### src/design/lcdm_pkg.sv
package lcdm_pkg;

	// Operation codes of an input item.
	typedef enum logic [1:0] {
		OP_TICK  = 2'd0,
		OP_READ  = 2'd1,
		OP_WRITE = 2'd2,
		OP_NOP   = 2'd3
	} op_t;

	// Display modes as held in STAT bits 1..0.
	typedef enum logic [1:0] {
		MODE_HBLANK = 2'd0,
		MODE_VBLANK = 2'd1,
		MODE_OAM    = 2'd2,
		MODE_XFER   = 2'd3
	} mode_t;

	// Register addresses.
	localparam logic [15:0] ADDR_LCDC = 16'hFF40;
	localparam logic [15:0] ADDR_STAT = 16'hFF41;
	localparam logic [15:0] ADDR_SCY  = 16'hFF42;
	localparam logic [15:0] ADDR_SCX  = 16'hFF43;
	localparam logic [15:0] ADDR_LY   = 16'hFF44;
	localparam logic [15:0] ADDR_LYC  = 16'hFF45;
	localparam logic [15:0] ADDR_BGP  = 16'hFF47;
	localparam logic [15:0] ADDR_OBP0 = 16'hFF48;
	localparam logic [15:0] ADDR_OBP1 = 16'hFF49;
	localparam logic [15:0] ADDR_WY   = 16'hFF4A;
	localparam logic [15:0] ADDR_WX   = 16'hFF4B;
	localparam logic [15:0] ADDR_BGPI = 16'hFF68;
	localparam logic [15:0] ADDR_BGPD = 16'hFF69;
	localparam logic [15:0] ADDR_OBPI = 16'hFF6A;
	localparam logic [15:0] ADDR_OBPD = 16'hFF6B;

	// Mode durations in dots.
	localparam logic [15:0] DOTS_OAM    = 16'd80;
	localparam logic [15:0] DOTS_XFER   = 16'd172;
	localparam logic [15:0] DOTS_HBLANK = 16'd204;
	localparam logic [15:0] DOTS_LINE   = 16'd456;
	localparam logic [15:0] DOTS_MAX    = 16'hFFFF;

	// Line numbers.
	localparam logic [7:0] LINE_VBLANK = 8'd144;
	localparam logic [7:0] LINE_LAST   = 8'd153;

	// Register reset values and masks.
	localparam logic [7:0] LCDC_RESET = 8'h90;
	localparam logic [7:0] BGP_RESET  = 8'hFC;
	localparam logic [7:0] OBP_RESET  = 8'hFF;
	localparam logic [7:0] STAT_WMASK = 8'hF8;
	localparam logic [7:0] BYTE_NONE  = 8'hFF;

	// One input item.
	typedef struct packed {
		logic [1:0]  operation;
		logic [7:0]  tick_cycles;
		logic [15:0] address;
		logic [7:0]  write_data;
	} in_t;

	// One result item.
	typedef struct packed {
		logic [7:0] read_data;
		logic       bad_address;
		logic       stat_irq;
		logic       vblank_irq;
		logic       oam_load;
		logic       line_render;
		logic       hblank_dma_req;
		logic       frame_done;
		logic [1:0] mode;
		logic [7:0] current_line;
	} out_t;

	// Access to one colour palette memory.
	typedef struct packed {
		logic       en;
		logic       we;
		logic [7:0] index;
		logic [7:0] data;
	} mem_req_t;

	// Result of the register stage, with the memory read selection.
	typedef struct packed {
		out_t res;
		logic sel_bg;
		logic sel_obj;
	} rsp_t;

endpackage

### src/design/lcdm_color_mem.sv
module lcdm_color_mem #(
	parameter int DEPTH = 64
) (
	input  logic                clk,
	input  logic                arst_n,
	input  lcdm_pkg::mem_req_t  req,
	output logic [7:0]          rdata
);

	localparam int AW = $clog2(DEPTH);

	logic [7:0]       mem [DEPTH];
	logic [DEPTH-1:0] valid_q;
	logic [7:0]       rdata_q;
	logic [AW-1:0]    addr;

	assign addr  = req.index[AW-1:0];
	assign rdata = rdata_q;

	// Storage array and registered read port.
	always_ff @(posedge clk) begin
		if (req.en && req.we) begin
			mem[addr] <= req.data;
		end
		if (req.en && !req.we) begin
			rdata_q <= valid_q[addr] ? mem[addr] : 8'h00;
		end
	end

	// Entry valid bits; an entry never written reads as zero.
	always_ff @(posedge clk or negedge arst_n) begin
		if (!arst_n) begin
			valid_q <= '0;
		end else if (req.en && req.we) begin
			valid_q[addr] <= 1'b1;
		end
	end

endmodule

### src/design/lcdm_regs.sv
module lcdm_regs #(
	parameter int DEPTH = 64
) (
	input  logic               clk,
	input  logic               arst_n,
	input  logic               cfg_wr_en,
	input  logic               cfg_wr_data,
	input  logic               accept,
	input  lcdm_pkg::in_t      item,
	output lcdm_pkg::rsp_t     rsp,
	output lcdm_pkg::mem_req_t bg_req,
	output lcdm_pkg::mem_req_t obj_req
);

	localparam int IW = $clog2(DEPTH);

	logic        color_mode_q;
	logic [15:0] dot_q, dot_n;
	logic [7:0]  lcdc_q, lcdc_n;
	logic [7:0]  stat_q, stat_n;
	logic [7:0]  scy_q, scy_n;
	logic [7:0]  scx_q, scx_n;
	logic [7:0]  ly_q, ly_n;
	logic [7:0]  lyc_q, lyc_n;
	logic [7:0]  bgp_q, bgp_n;
	logic [7:0]  obp0_q, obp0_n;
	logic [7:0]  obp1_q, obp1_n;
	logic [7:0]  wy_q, wy_n;
	logic [7:0]  wx_q, wx_n;
	logic [7:0]  bgpi_q, bgpi_n;
	logic [7:0]  obpi_q, obpi_n;
	logic        level_q, level_n;

	logic [16:0] sum;
	logic [15:0] sat;
	logic        match;
	logic        src;
	logic [7:0]  ly_inc;
	logic [1:0]  mode_cur;

	// Auto-increment of a colour index when its top bit is set.
	function automatic logic [7:0] next_index(input logic [7:0] idx);
		logic [7:0] r;
		r = idx;
		if (idx[7]) begin
			r = {idx[7:IW], idx[IW-1:0] + 1'b1};
		end
		return r;
	endfunction

	assign sum      = {1'b0, dot_q} + {9'd0, item.tick_cycles};
	assign sat      = sum[16] ? lcdm_pkg::DOTS_MAX : sum[15:0];
	assign match    = (ly_q == lyc_q);
	assign mode_cur = stat_q[1:0];
	assign ly_inc   = ly_q + 8'd1;
	assign src      = (match && stat_q[6])
			|| (mode_cur == lcdm_pkg::MODE_HBLANK && stat_q[3])
			|| (mode_cur == lcdm_pkg::MODE_OAM && stat_q[5])
			|| (mode_cur == lcdm_pkg::MODE_VBLANK && (stat_q[4] || stat_q[5]));

	// Next register state and the result of the item.
	always_comb begin
		dot_n   = dot_q;
		lcdc_n  = lcdc_q;
		stat_n  = stat_q;
		scy_n   = scy_q;
		scx_n   = scx_q;
		ly_n    = ly_q;
		lyc_n   = lyc_q;
		bgp_n   = bgp_q;
		obp0_n  = obp0_q;
		obp1_n  = obp1_q;
		wy_n    = wy_q;
		wx_n    = wx_q;
		bgpi_n  = bgpi_q;
		obpi_n  = obpi_q;
		level_n = level_q;
		rsp     = '0;
		rsp.res.read_data = lcdm_pkg::BYTE_NONE;
		bg_req  = '0;
		obj_req = '0;
		bg_req.index  = bgpi_q;
		bg_req.data   = item.write_data;
		obj_req.index = obpi_q;
		obj_req.data  = item.write_data;

		case (lcdm_pkg::op_t'(item.operation))
			lcdm_pkg::OP_READ: begin
				case (item.address)
					lcdm_pkg::ADDR_LCDC: rsp.res.read_data = lcdc_q;
					lcdm_pkg::ADDR_STAT: rsp.res.read_data = stat_q;
					lcdm_pkg::ADDR_SCY:  rsp.res.read_data = scy_q;
					lcdm_pkg::ADDR_SCX:  rsp.res.read_data = scx_q;
					lcdm_pkg::ADDR_LY:   rsp.res.read_data = ly_q;
					lcdm_pkg::ADDR_LYC:  rsp.res.read_data = lyc_q;
					lcdm_pkg::ADDR_BGP:  rsp.res.read_data = bgp_q;
					lcdm_pkg::ADDR_OBP0: rsp.res.read_data = obp0_q;
					lcdm_pkg::ADDR_OBP1: rsp.res.read_data = obp1_q;
					lcdm_pkg::ADDR_WY:   rsp.res.read_data = wy_q;
					lcdm_pkg::ADDR_WX:   rsp.res.read_data = wx_q;
					lcdm_pkg::ADDR_BGPI: rsp.res.read_data = bgpi_q;
					lcdm_pkg::ADDR_OBPI: rsp.res.read_data = obpi_q;
					lcdm_pkg::ADDR_BGPD: begin
						bg_req.en  = 1'b1;
						rsp.sel_bg = 1'b1;
					end
					lcdm_pkg::ADDR_OBPD: begin
						obj_req.en  = 1'b1;
						rsp.sel_obj = 1'b1;
					end
					default: rsp.res.bad_address = 1'b1;
				endcase
			end
			lcdm_pkg::OP_WRITE: begin
				case (item.address)
					lcdm_pkg::ADDR_LCDC: lcdc_n = item.write_data;
					lcdm_pkg::ADDR_STAT: begin
						stat_n = (stat_q & ~lcdm_pkg::STAT_WMASK)
								| (item.write_data & lcdm_pkg::STAT_WMASK);
					end
					lcdm_pkg::ADDR_SCY:  scy_n  = item.write_data;
					lcdm_pkg::ADDR_SCX:  scx_n  = item.write_data;
					lcdm_pkg::ADDR_LY:   ly_n   = item.write_data;
					lcdm_pkg::ADDR_LYC:  lyc_n  = item.write_data;
					lcdm_pkg::ADDR_BGP:  bgp_n  = item.write_data;
					lcdm_pkg::ADDR_OBP0: obp0_n = item.write_data;
					lcdm_pkg::ADDR_OBP1: obp1_n = item.write_data;
					lcdm_pkg::ADDR_WY:   wy_n   = item.write_data;
					lcdm_pkg::ADDR_WX:   wx_n   = item.write_data;
					lcdm_pkg::ADDR_BGPI: bgpi_n = item.write_data;
					lcdm_pkg::ADDR_OBPI: obpi_n = item.write_data;
					lcdm_pkg::ADDR_BGPD: begin
						bg_req.en = 1'b1;
						bg_req.we = 1'b1;
						bgpi_n    = next_index(bgpi_q);
					end
					lcdm_pkg::ADDR_OBPD: begin
						obj_req.en = 1'b1;
						obj_req.we = 1'b1;
						obpi_n     = next_index(obpi_q);
					end
					default: rsp.res.bad_address = 1'b1;
				endcase
			end
			lcdm_pkg::OP_TICK: begin
				dot_n = sat;
				if (!lcdc_q[7]) begin
					// Display off: hold the sequencer at the top of the frame.
					dot_n       = '0;
					ly_n        = '0;
					stat_n[1:0] = lcdm_pkg::MODE_HBLANK;
				end else begin
					// STAT line and its rising edge.
					stat_n[2]        = match;
					level_n          = src;
					rsp.res.stat_irq = src && !level_q;
					// At most one mode transition.
					case (lcdm_pkg::mode_t'(mode_cur))
						lcdm_pkg::MODE_OAM: begin
							if (sat >= lcdm_pkg::DOTS_OAM) begin
								dot_n            = sat - lcdm_pkg::DOTS_OAM;
								rsp.res.oam_load = 1'b1;
								stat_n[1:0]      = lcdm_pkg::MODE_XFER;
							end
						end
						lcdm_pkg::MODE_XFER: begin
							if (sat >= lcdm_pkg::DOTS_XFER) begin
								dot_n                  = sat - lcdm_pkg::DOTS_XFER;
								rsp.res.line_render    = 1'b1;
								rsp.res.hblank_dma_req = color_mode_q;
								stat_n[1:0]            = lcdm_pkg::MODE_HBLANK;
							end
						end
						lcdm_pkg::MODE_HBLANK: begin
							if (sat >= lcdm_pkg::DOTS_HBLANK) begin
								dot_n = sat - lcdm_pkg::DOTS_HBLANK;
								ly_n  = ly_inc;
								if (ly_inc == lcdm_pkg::LINE_VBLANK) begin
									stat_n[1:0]        = lcdm_pkg::MODE_VBLANK;
									rsp.res.vblank_irq = 1'b1;
									rsp.res.frame_done = 1'b1;
								end else begin
									stat_n[1:0] = lcdm_pkg::MODE_OAM;
								end
							end
						end
						default: begin
							if (sat >= lcdm_pkg::DOTS_LINE) begin
								dot_n = sat - lcdm_pkg::DOTS_LINE;
								ly_n  = ly_inc;
								if (ly_inc > lcdm_pkg::LINE_LAST) begin
									stat_n[1:0] = lcdm_pkg::MODE_OAM;
									ly_n        = '0;
								end
							end
						end
					endcase
				end
			end
			default: begin
			end
		endcase

		rsp.res.mode         = stat_n[1:0];
		rsp.res.current_line = ly_n;
		if (!accept) begin
			bg_req.en  = 1'b0;
			obj_req.en = 1'b0;
		end
	end

	// Register file and timing state, updated on each accepted transfer.
	always_ff @(posedge clk or negedge arst_n) begin
		if (!arst_n) begin
			dot_q   <= '0;
			lcdc_q  <= lcdm_pkg::LCDC_RESET;
			stat_q  <= '0;
			scy_q   <= '0;
			scx_q   <= '0;
			ly_q    <= '0;
			lyc_q   <= '0;
			bgp_q   <= lcdm_pkg::BGP_RESET;
			obp0_q  <= lcdm_pkg::OBP_RESET;
			obp1_q  <= lcdm_pkg::OBP_RESET;
			wy_q    <= '0;
			wx_q    <= '0;
			bgpi_q  <= '0;
			obpi_q  <= '0;
			level_q <= 1'b0;
		end else if (accept) begin
			dot_q   <= dot_n;
			lcdc_q  <= lcdc_n;
			stat_q  <= stat_n;
			scy_q   <= scy_n;
			scx_q   <= scx_n;
			ly_q    <= ly_n;
			lyc_q   <= lyc_n;
			bgp_q   <= bgp_n;
			obp0_q  <= obp0_n;
			obp1_q  <= obp1_n;
			wy_q    <= wy_n;
			wx_q    <= wx_n;
			bgpi_q  <= bgpi_n;
			obpi_q  <= obpi_n;
			level_q <= level_n;
		end
	end

	// Colour mode configuration register.
	always_ff @(posedge clk or negedge arst_n) begin
		if (!arst_n) begin
			color_mode_q <= 1'b0;
		end else if (cfg_wr_en) begin
			color_mode_q <= cfg_wr_data;
		end
	end

endmodule

### src/design/lcdm_out_fifo.sv
module lcdm_out_fifo (
	input  logic           clk,
	input  logic           arst_n,
	input  logic           push,
	input  lcdm_pkg::out_t push_data,
	output logic           space,
	output logic           out_valid,
	input  logic           out_stall,
	output lcdm_pkg::out_t out_data,
	output logic [1:0]     count
);

	lcdm_pkg::out_t buf_q [2];
	logic [1:0]     count_q;
	logic           rd_q;
	logic           wr_q;
	logic           pop;

	assign out_valid = (count_q != 2'd0);
	assign pop       = out_valid && !out_stall;
	assign space     = (count_q != 2'd2) || pop;
	assign out_data  = buf_q[rd_q];
	assign count     = count_q;

	// Two-entry result buffer so a stalled result does not block new items.
	always_ff @(posedge clk) begin
		if (push) begin
			buf_q[wr_q] <= push_data;
		end
	end

	// Pointers and fill count.
	always_ff @(posedge clk or negedge arst_n) begin
		if (!arst_n) begin
			count_q <= '0;
			rd_q    <= 1'b0;
			wr_q    <= 1'b0;
		end else begin
			if (push) begin
				wr_q <= ~wr_q;
			end
			if (pop) begin
				rd_q <= ~rd_q;
			end
			case ({push, pop})
				2'b10:   count_q <= count_q + 2'd1;
				2'b01:   count_q <= count_q - 2'd1;
				default: count_q <= count_q;
			endcase
		end
	end

endmodule

### src/design/lcd_mode_timing_and_registers_core.sv
// Path: a result passes the read stage register, then the result buffer.
// Throughput: one item per cycle; register stage, colour memory read and a
// two-entry result buffer run in step, and input stalls only when both
// buffer entries and the read stage are full.
// Reset: asynchronous; control state to reset values at once, data regs not;
// unwritten colour memory entries read as zero, so no clearing pass is needed.
module lcd_mode_timing_and_registers_core #(
	parameter int COLOR_MEM_DEPTH = 64
) (
	input  logic           clk,
	input  logic           arst_n,
	input  logic           cfg_wr_en,
	input  logic           cfg_wr_data,
	input  logic           in_valid,
	output logic           in_stall,
	input  lcdm_pkg::in_t  in_data,
	output logic           out_valid,
	input  logic           out_stall,
	output lcdm_pkg::out_t out_data
);

	logic               accept;
	logic               valid_s1;
	lcdm_pkg::rsp_t     rsp;
	lcdm_pkg::rsp_t     rsp_s1;
	lcdm_pkg::mem_req_t bg_req;
	lcdm_pkg::mem_req_t obj_req;
	logic [7:0]         bg_rdata;
	logic [7:0]         obj_rdata;
	logic               space;
	logic               push;
	lcdm_pkg::out_t     push_data;
	logic [1:0]         fifo_count;

	assign push     = valid_s1 && space;
	assign in_stall = valid_s1 && !space;
	assign accept   = in_valid && !in_stall;

	lcdm_regs #(
		.DEPTH(COLOR_MEM_DEPTH)
	) u_regs (
		.clk        (clk),
		.arst_n     (arst_n),
		.cfg_wr_en  (cfg_wr_en),
		.cfg_wr_data(cfg_wr_data),
		.accept     (accept),
		.item       (in_data),
		.rsp        (rsp),
		.bg_req     (bg_req),
		.obj_req    (obj_req)
	);

	lcdm_color_mem #(
		.DEPTH(COLOR_MEM_DEPTH)
	) u_bg_mem (
		.clk   (clk),
		.arst_n(arst_n),
		.req   (bg_req),
		.rdata (bg_rdata)
	);

	lcdm_color_mem #(
		.DEPTH(COLOR_MEM_DEPTH)
	) u_obj_mem (
		.clk   (clk),
		.arst_n(arst_n),
		.req   (obj_req),
		.rdata (obj_rdata)
	);

	// Read stage: wait for the colour memory data.
	always_ff @(posedge clk or negedge arst_n) begin
		if (!arst_n) begin
			valid_s1 <= 1'b0;
		end else if (accept) begin
			valid_s1 <= 1'b1;
		end else if (push) begin
			valid_s1 <= 1'b0;
		end
	end

	always_ff @(posedge clk) begin
		if (accept) begin
			rsp_s1 <= rsp;
		end
	end

	// Merge the colour memory data into the result.
	always_comb begin
		push_data = rsp_s1.res;
		if (rsp_s1.sel_bg) begin
			push_data.read_data = bg_rdata;
		end else if (rsp_s1.sel_obj) begin
			push_data.read_data = obj_rdata;
		end
	end

	lcdm_out_fifo u_fifo (
		.clk      (clk),
		.arst_n   (arst_n),
		.push     (push),
		.push_data(push_data),
		.space    (space),
		.out_valid(out_valid),
		.out_stall(out_stall),
		.out_data (out_data),
		.count    (fifo_count)
	);

	// The input stalls only while the read stage holds an item.
	a_stall_needs_s1: assert property (@(posedge clk) disable iff (!arst_n)
		in_stall |-> valid_s1)
		else $error("input stalled with empty read stage");

	// An accepted transfer always occupies the read stage next cycle.
	a_accept_fills_s1: assert property (@(posedge clk) disable iff (!arst_n)
		accept |=> valid_s1)
		else $error("accepted transfer lost from read stage");

	// The result buffer never overflows.
	a_fifo_bound: assert property (@(posedge clk) disable iff (!arst_n)
		fifo_count != 2'd3)
		else $error("result buffer overflow");

	// At most one colour memory is selected for a read.
	a_one_mem_sel: assert property (@(posedge clk) disable iff (!arst_n)
		valid_s1 |-> !(rsp_s1.sel_bg && rsp_s1.sel_obj))
		else $error("both colour memories selected");

endmodule

### config.mk
export PLATFORM = sky130hd
export DESIGN_NAME = lcd_mode_timing_and_registers_core
export DESIGN_NICKNAME = d
export VERILOG_FILES = /design/src/design/lcdm_pkg.sv /design/src/design/lcdm_color_mem.sv /design/src/design/lcdm_regs.sv /design/src/design/lcdm_out_fifo.sv /design/src/design/lcd_mode_timing_and_registers_core.sv
export SDC_FILE = /design/constraint.sdc
export NUM_CORES = 2
export LEC_CHECK = 0
export CELL_PAD_IN_SITES_DETAIL_PLACEMENT = 0
export CELL_PAD_IN_SITES_GLOBAL_PLACEMENT = 1
export CORE_ASPECT_RATIO = 0.7
export CORE_MARGIN = 8
export CORE_UTILIZATION = 39
export CTS_CLUSTER_DIAMETER = 100
export DETAILED_ROUTE_END_ITERATION = 10
export DONT_BUFFER_PORTS = 1
export PLACE_DENSITY_LB_ADDON = 0.1
export SLEW_MARGIN = 20
export SYNTH_ARGS = -nofsm -noshare
export SYNTH_HDL_FRONTEND = slang
export SYNTH_SLANG_ARGS = --single-unit
### constraint.sdc
create_clock -name clk -period 5.7 [get_ports clk]
set_input_delay 0 -clock clk [delete_from_list [all_inputs] [get_ports clk]]
set_output_delay 0 -clock clk [all_outputs]
set_load 0.02 [all_outputs]
# Word level (Yosys, flattened, before mapping)
# Memory sizes are Yosys's and may differ from the RTL's. A register that Yosys moved wholly into a read port is not among the register bits.
# Cells that the tools add are included.
[word_totals]
latchBits = 0
out_inout_bits = 27
memories = 3
mem_bits_rw = 1074
register_bits = 281
rom_bits = 0
[op_classes]
n_shift = 0
n_addsub = 10
div = 0
n_eq_ne = 29
order_cmp = 9
reduce_logical = 63
n_mux = 63
bitwise = 7
mul = 0
[mem_list]
columns = ["memory", "words", "width", "rd", "rd_ports_with_merged_regs", "wr", "line_no", "rtl"]
rows = [
  ["u_bg_mem.mem", 64, 8, 1, 1, 1, "lcdm_color_mem.sv:12", "logic [7:0] mem [DEPTH];"],
  ["u_obj_mem.mem", 64, 8, 1, 1, 1, "lcdm_color_mem.sv:12", ""],
  ["u_fifo.buf_q", 2, 25, 1, 0, 1, "lcdm_out_fifo.sv:13", "lcdm_pkg::out_t buf_q [2];"],
]
[op_table]
columns = ["op", "count"]
rows = [
  ["$eq A16 B16 Y1 const B", 15],
  ["$or A64 B64 Y64", 2],
  ["$pmux W8 S13", 1],
  ["$mux W16", 6],
  ["$mux W8", 9],
  ["$pmux W8 S2", 4],
  ["$pmux W16 S3", 1],
  ["$reduce_and A3 Y1", 15],
  ["$ge A16 B8 Y1 const B", 2],
  ["$sub A16 B8 Y16 const B", 2],
  ["$reduce_and A4 Y1", 7],
  ["$mux W1", 22],
  ["$mux W2", 10],
  ["$add A16 B8 Y17", 1],
  ["$ge A16 B7 Y1 const B", 1],
  ["$ge A16 B9 Y1 const B", 1],
  ["$sub A16 B7 Y16 const B", 1],
  ["$sub A16 B9 Y16 const B", 1],
  ["$logic_and A1 B1 Y1", 15],
  ["$reduce_or A15 Y1", 1],
  ["$lt A6 B7 Y1 const B", 2],
  ["$add A6 B1 Y6 const B", 2],
  ["$bmux W1 S6", 2],
  ["$demux W1 S6", 2],
  ["24 further kinds", 56],
]

# Depth between registers and ports, before layout
[logic_depth]
word_depth = 11
ltp_mapped = 19
depth_no_buf = 17

# Hierarchy
# From an unflattened synthesis, not the netlist that was laid out.
[hier_totals]
hier_cells = 3940
hier_area_um2 = 57971.8
[modules_own_cells]
columns = ["mod", "n_inst", "cells_each", "area_each_um2"]
rows = [
  ["lcdm_color_mem at u_obj_mem", 1, 1387, 22975.8],
  ["lcdm_color_mem at u_bg_mem", 1, 1372, 22776.8],
  ["lcdm_regs", 1, 1027, 9072.5],
  ["lcdm_out_fifo", 1, 95, 2109.5],
  ["lcd_mode_timing_and_registers_core", 1, 59, 1037.2],
]

# Worst setup path before layout
# OpenSTA, ideal clock, no wires.
[synth_timing]
kind = "reg-to-reg"
start = "register u_regs.dot_q[0]"
end = "register rsp_s1, in the netlist push_data[7], data pin"
arrival_time_ps = 4052
slack_ps = 1379
n_path_buf = 2
stages_incl_launch_ff = 17
synth_period_minus_slack_ps = 4321
t_required_ps = 5431
path_cell_list = "dfrtp_1 > ha_1 > fa_1 > a211oi_2 > o211a_1 > nor3_1 > clkbuf_1 > nor2_1 > ha_1 > a221oi_1 > or3_1 > or2_2 > buf_2 > nor2_1 > a21oi_1 > a221oi_1 > a21oi_1"
[synth_rtl]
columns = ["item", "line_no", "rtl"]
rows = [
  ["start, declared", "lcdm_regs.sv:18", "logic [15:0] dot_q, dot_n;"],
  ["start signal, assigned", "lcdm_regs.sv:231", "dot_q <= dot_n;"],
  ["end signal, assigned", "lcd_mode_timing_and_registers_core.sv:84", "rsp_s1 <= rsp;"],
  ["end, declared", "lcd_mode_timing_and_registers_core.sv:25", "lcdm_pkg::rsp_t rsp_s1;"],
]

# Worst setup path after layout
[layout_timing]
start = "register u_regs.dot_q[0]"
end = "register u_regs.dot_q[5]"
[layout_between]
elab_chain_len = 6
elab_cells_between_ends = 16
classes_between = "add/sub (5); order compare (4); mux (7)"
[layout_rtl]
columns = ["item", "line_no", "rtl"]
rows = [
  ["$add A16 B8 Y17 (*)", "lcdm_regs.sv:51", "assign sum = {1'b0, dot_q} + {9'd0, item.tick_cycles};"],
  ["$mux W16 (*)", "lcdm_regs.sv:52", "assign sat = sum[16] ? lcdm_pkg::DOTS_MAX : sum[15:0];"],
  ["$sub A16 B9 Y16, or another cell as far along", "lcdm_regs.sv:189", "dot_n = sat - lcdm_pkg::DOTS_LINE;"],
  ["$mux W16 (on tied branches)", "n/a", ""],
  ["$pmux W16 S3 (*)", "lcdm_regs.sv:158", "case (lcdm_pkg::mode_t'(mode_cur))"],
  ["$mux W16 (*)", "lcdm_regs.sv:147", "if (!lcdc_q[7]) begin"],
]
# Every way passes the cells marked *; elsewhere a longest branch is shown, timed or not.
# A chain may end at the register's enable or synchronous reset.

==> results.ini <==
[place]
post-dp-hpwl_um = 97800
globalplace.congestion = 0.856
dp_cells = 5379
placed_cell_area_um2 = 57000
io_buffers = 0
preCtsSetupSlack_ns = 0.694

[global_route]
use_met2_pct = 29.7
grt_max_degree = 256
grt_util_met1_pct = 32.4
overflow = 0
grt_util_all_layers_pct = 21.0
grt_most_used_layer = met1
antenna_found_initial = 10
grt_pass1_wl_um = 240000
use_met3_pct = 5.20
grt_pass1_vias = 33600

[clock_network]
cts_buffers = 136
clk_latency_ns = 0.79
htreeDepth = 4
clock_path_buffers = 3
root_buffer = clkbuf_16
cts.clk_slew.worst_paths_ns = 0.07
clock_sinks = 1369
cts_resized = 0
tritoncts = built

[logic_synthesis]
yosysWarnings = 0
synth_cells = 3669
yosysUniqueCellTypes = 85
async_flop_share_pct = 18.6
ys_seq_elements = 1369
synth-edff-count = 1114
avgSynthCellArea_um2 = 15.0
synth_seq_area_share_pct = 72.7
synth.net_count = 3735
synthFlopType = edfxtp_1
netlist_area_um2 = 54900

[critical_path]
r2r_cells = 16
cp-startpoint = u_regs.dot_q[0]$_DFFE_PN0P_
required_ns = 6.37
worstReg2RegEnd = u_regs.dot_q[5]$_DFFE_PN0P_
cpMaxStageDelayCell = nor3_1
start_kind = flop
crit_fanout = 9
crit_type = flop to flop
crit_path_end_kind = flop
cp_data_arrival_time_ns = 5.81
r2r_start = u_regs.dot_q[0]$_DFFE_PN0P_
cpPeakStageDelay_ns = 0.70
path_cells = ha_1, fa_1, a211oi_2, o211a_1, nor3_1, nor2_1, inv_1, ha_1, a21oi_1, nand2_1, a21o_1, nor3_1, o21ai_0, a221oi_1, o31ai_1, a22o_1
r2r_slack_ns = 0.56

[power_and_ir_drop]
worst_ir_drop_vdd_v = 0.000313
p_sw_share_pct = 22.3
p_per_area_nw_per_um2 = 339
p_switching_uw = 4700
pwr-share-seq_pct = 52.3
clkPwrFrac_pct = 43.2
p_int_uw = 16400
leakagePower_uw = 0.0212
p_comb_share_pct = 4.5

[detailed_routing]
first_pass_iters = 6
routedWlPerCell_um = 29.0
num_vias = 34100
wirelength_um = 165000
routed_via_density = 5.99
drtIter0Drc = 3815
ant_nets = 0
drc = 0

[cells_and_area]
fin_nets = 3767
layout-drive-gt1-share_pct = 16.4
stdcell_count = 5689
layout_common_cells = edfxtp_1, a22oi_1, nor2_1
final_common_cell = edfxtp_1
area_growth_pct = 13.6
final_area_um2 = 62300
multiInputGateArea_um2 = 14100
fillers = 12300
regArea_um2 = 39900

[timing]
worst_pin_slew_ns = 1.16
skew_ns = 0.0351
period_share_pct = 90.1
rsz0062_at_grt = false
finalHoldViolations = 0
post-route-min-period_ns = 5.14
maxSlewHeadroom_pct = 22.2
setup_violations = 0
setup_slack_ns = 0.564
fmax_ghz = 0.195
tns_ns = 0
report.final.slew_viol_count = 0

[min_path]
holdCritPathClass = input port to flop
min_from = in_data[26]
whs_path_depth = 5
min_to = u_regs.dot_q[2]$_DFFE_PN0P_

[die]
die_height_um = 330
dieArea_um2 = 153000
coreArea_um2 = 140000
start_util_pct = 39.2
die_w_um = 464
fp-row-count = 115
pin_count = 67

[run]
maxCapViolCount = 0

[run_status]
outcome = complete, no violations

==> metrics by stage <==
stage / hold WS, ns / util (%) / power, µW
2_1_floorplan: -0.296 / - / 11800
3_3_place_gp: -0.276 / 40.7 / 11900
3_5_place_dp: -0.276 / 40.7 / 12000
4_1_cts: 0.0262 / 44.4 / 21300
5_1_grt: 0.148 / 44.5 / 21800
6_report: 0.106 / 44.5 / 21100
==> Yosys cell counts, types with 10 or more instances <==
master / instances / share of area, %
nor2_1: 250 / 1.7
and3_1: 25 / 0.29
nand2_1: 131 / 0.90
a21oi_1: 95 / 0.87
inv_1: 26 / 0.18
a21o_1: 10 / 0.14
a22o_1: 94 / 1.5
or2_2: 139 / 1.6
a221oi_1: 111 / 1.8
nand3_1: 53 / 0.48
edfxtp_1: 1114 / 61
a22oi_1: 421 / 5.8
ha_1: 25 / 0.57
o21ai_0: 141 / 1.3
dfstp_2: 24 / 1.1
a31oi_1: 37 / 0.42
mux2_2: 108 / 2.2
mux4_2: 16 / 0.66
o211ai_1: 11 / 0.15
xnor2_1: 27 / 0.43
a211oi_1: 10 / 0.14
or3_1: 10 / 0.11
xor2_1: 18 / 0.29
mux2i_1: 20 / 0.36
clkbuf_1: 187 / 1.3
nand4_1: 111 / 1.3
nor3_1: 38 / 0.35
dfrtp_1: 231 / 11
buf_1: 33 / 0.23
==> worst max-delay path by stage <==
stage | cells past startpoint | endpoint
CTS | 16 | u_regs.dot_q[4]$_DFFE_PN0P_
detailed placement | 16 | u_regs.dot_q[4]$_DFFE_PN0P_
global placement | 14 | push_data[7]$_DFFE_PP_
floorplan | 16 | push_data[7]$_DFFE_PP_
finish | 16 | u_regs.dot_q[5]$_DFFE_PN0P_
global route | 16 | u_regs.dot_q[3]$_DFFE_PN0P_
==> what timing repair did <==
item,in CTS,in global routing
buffers inserted,0,0
hold buffers,53,1
endpoints found under the hold margin,1419,75
==> power by group through the flow <==
stage               Combinational, µW  Sequential (µW)  Clock, µW
floorplan                         595            11200          0
global placement                  704            11200          0
detailed placement                707            11300          0
CTS                               946            11000       9310
global route                     1030            11100       9680
finish                            948            11000       9120
==> critical path, delay by kind of cell, from the launching register on <==
kind | cells | cell delay (ns)
AO/OA/AOI/OAI | 8 | 1.99
adder cells (fa/ha/maj) | 3 | 0.90
buffers and inverters | 1 | 0.25
flip-flops | 1 | 0.38
AND/OR/NAND/NOR | 4 | 1.52
==> per-layer routing <==
layer | share of wire [%] | vias to the layer above
met5 | 0 | -
li1 | - | 14700
met3 | 8.2 | 189
met4 | 1.6 | 0
met1 | 48 | 17800
met2 | 42 | 1322
==> area by class of cell <==
class | instances | area share, %
clock inverter | 69 | 1.29
antenna | 3 | 0.0120
inverter | 27 | 0.163
tap | 1872 | 3.76
multi-input combinational | 2044 | 22.7
timing repair buffer | 123 | 2.20
clock buffer | 182 | 5.95
sequential | 1369 | 64.0
==> kinds of logic (layout without fill, tap and decap cells) <==
group	count (synthesis)	in the layout	share of synthesized area [%]
and+or+nand+nor	826	826	7.70
AOI/OAI and AO/OA	1003	1003	13.3
muxes	144	144	3.24
adders and majority gates	26	26	0.607
DFF	1369	1369	72.7
buffers and inverters	256	401	1.80
xor gates and xnor gates	45	45	0.719
other	0	3	0
==> registers in the layout, indices dropped and copies added (netlist names), 10 cells and up <==
| name | flops |
|---|---|
| u_obj_mem.valid_q | 64 |
| u_regs.dot_q | 16 |
| u_obj_mem.mem | 512 |
| push_data | 16 |
| u_fifo.buf_q | 48 |
| rsp_s1 | 10 |
| u_bg_mem.valid_q | 64 |
| u_bg_mem.mem | 512 |
No activity file was read; power rests on OpenSTA's default activity.
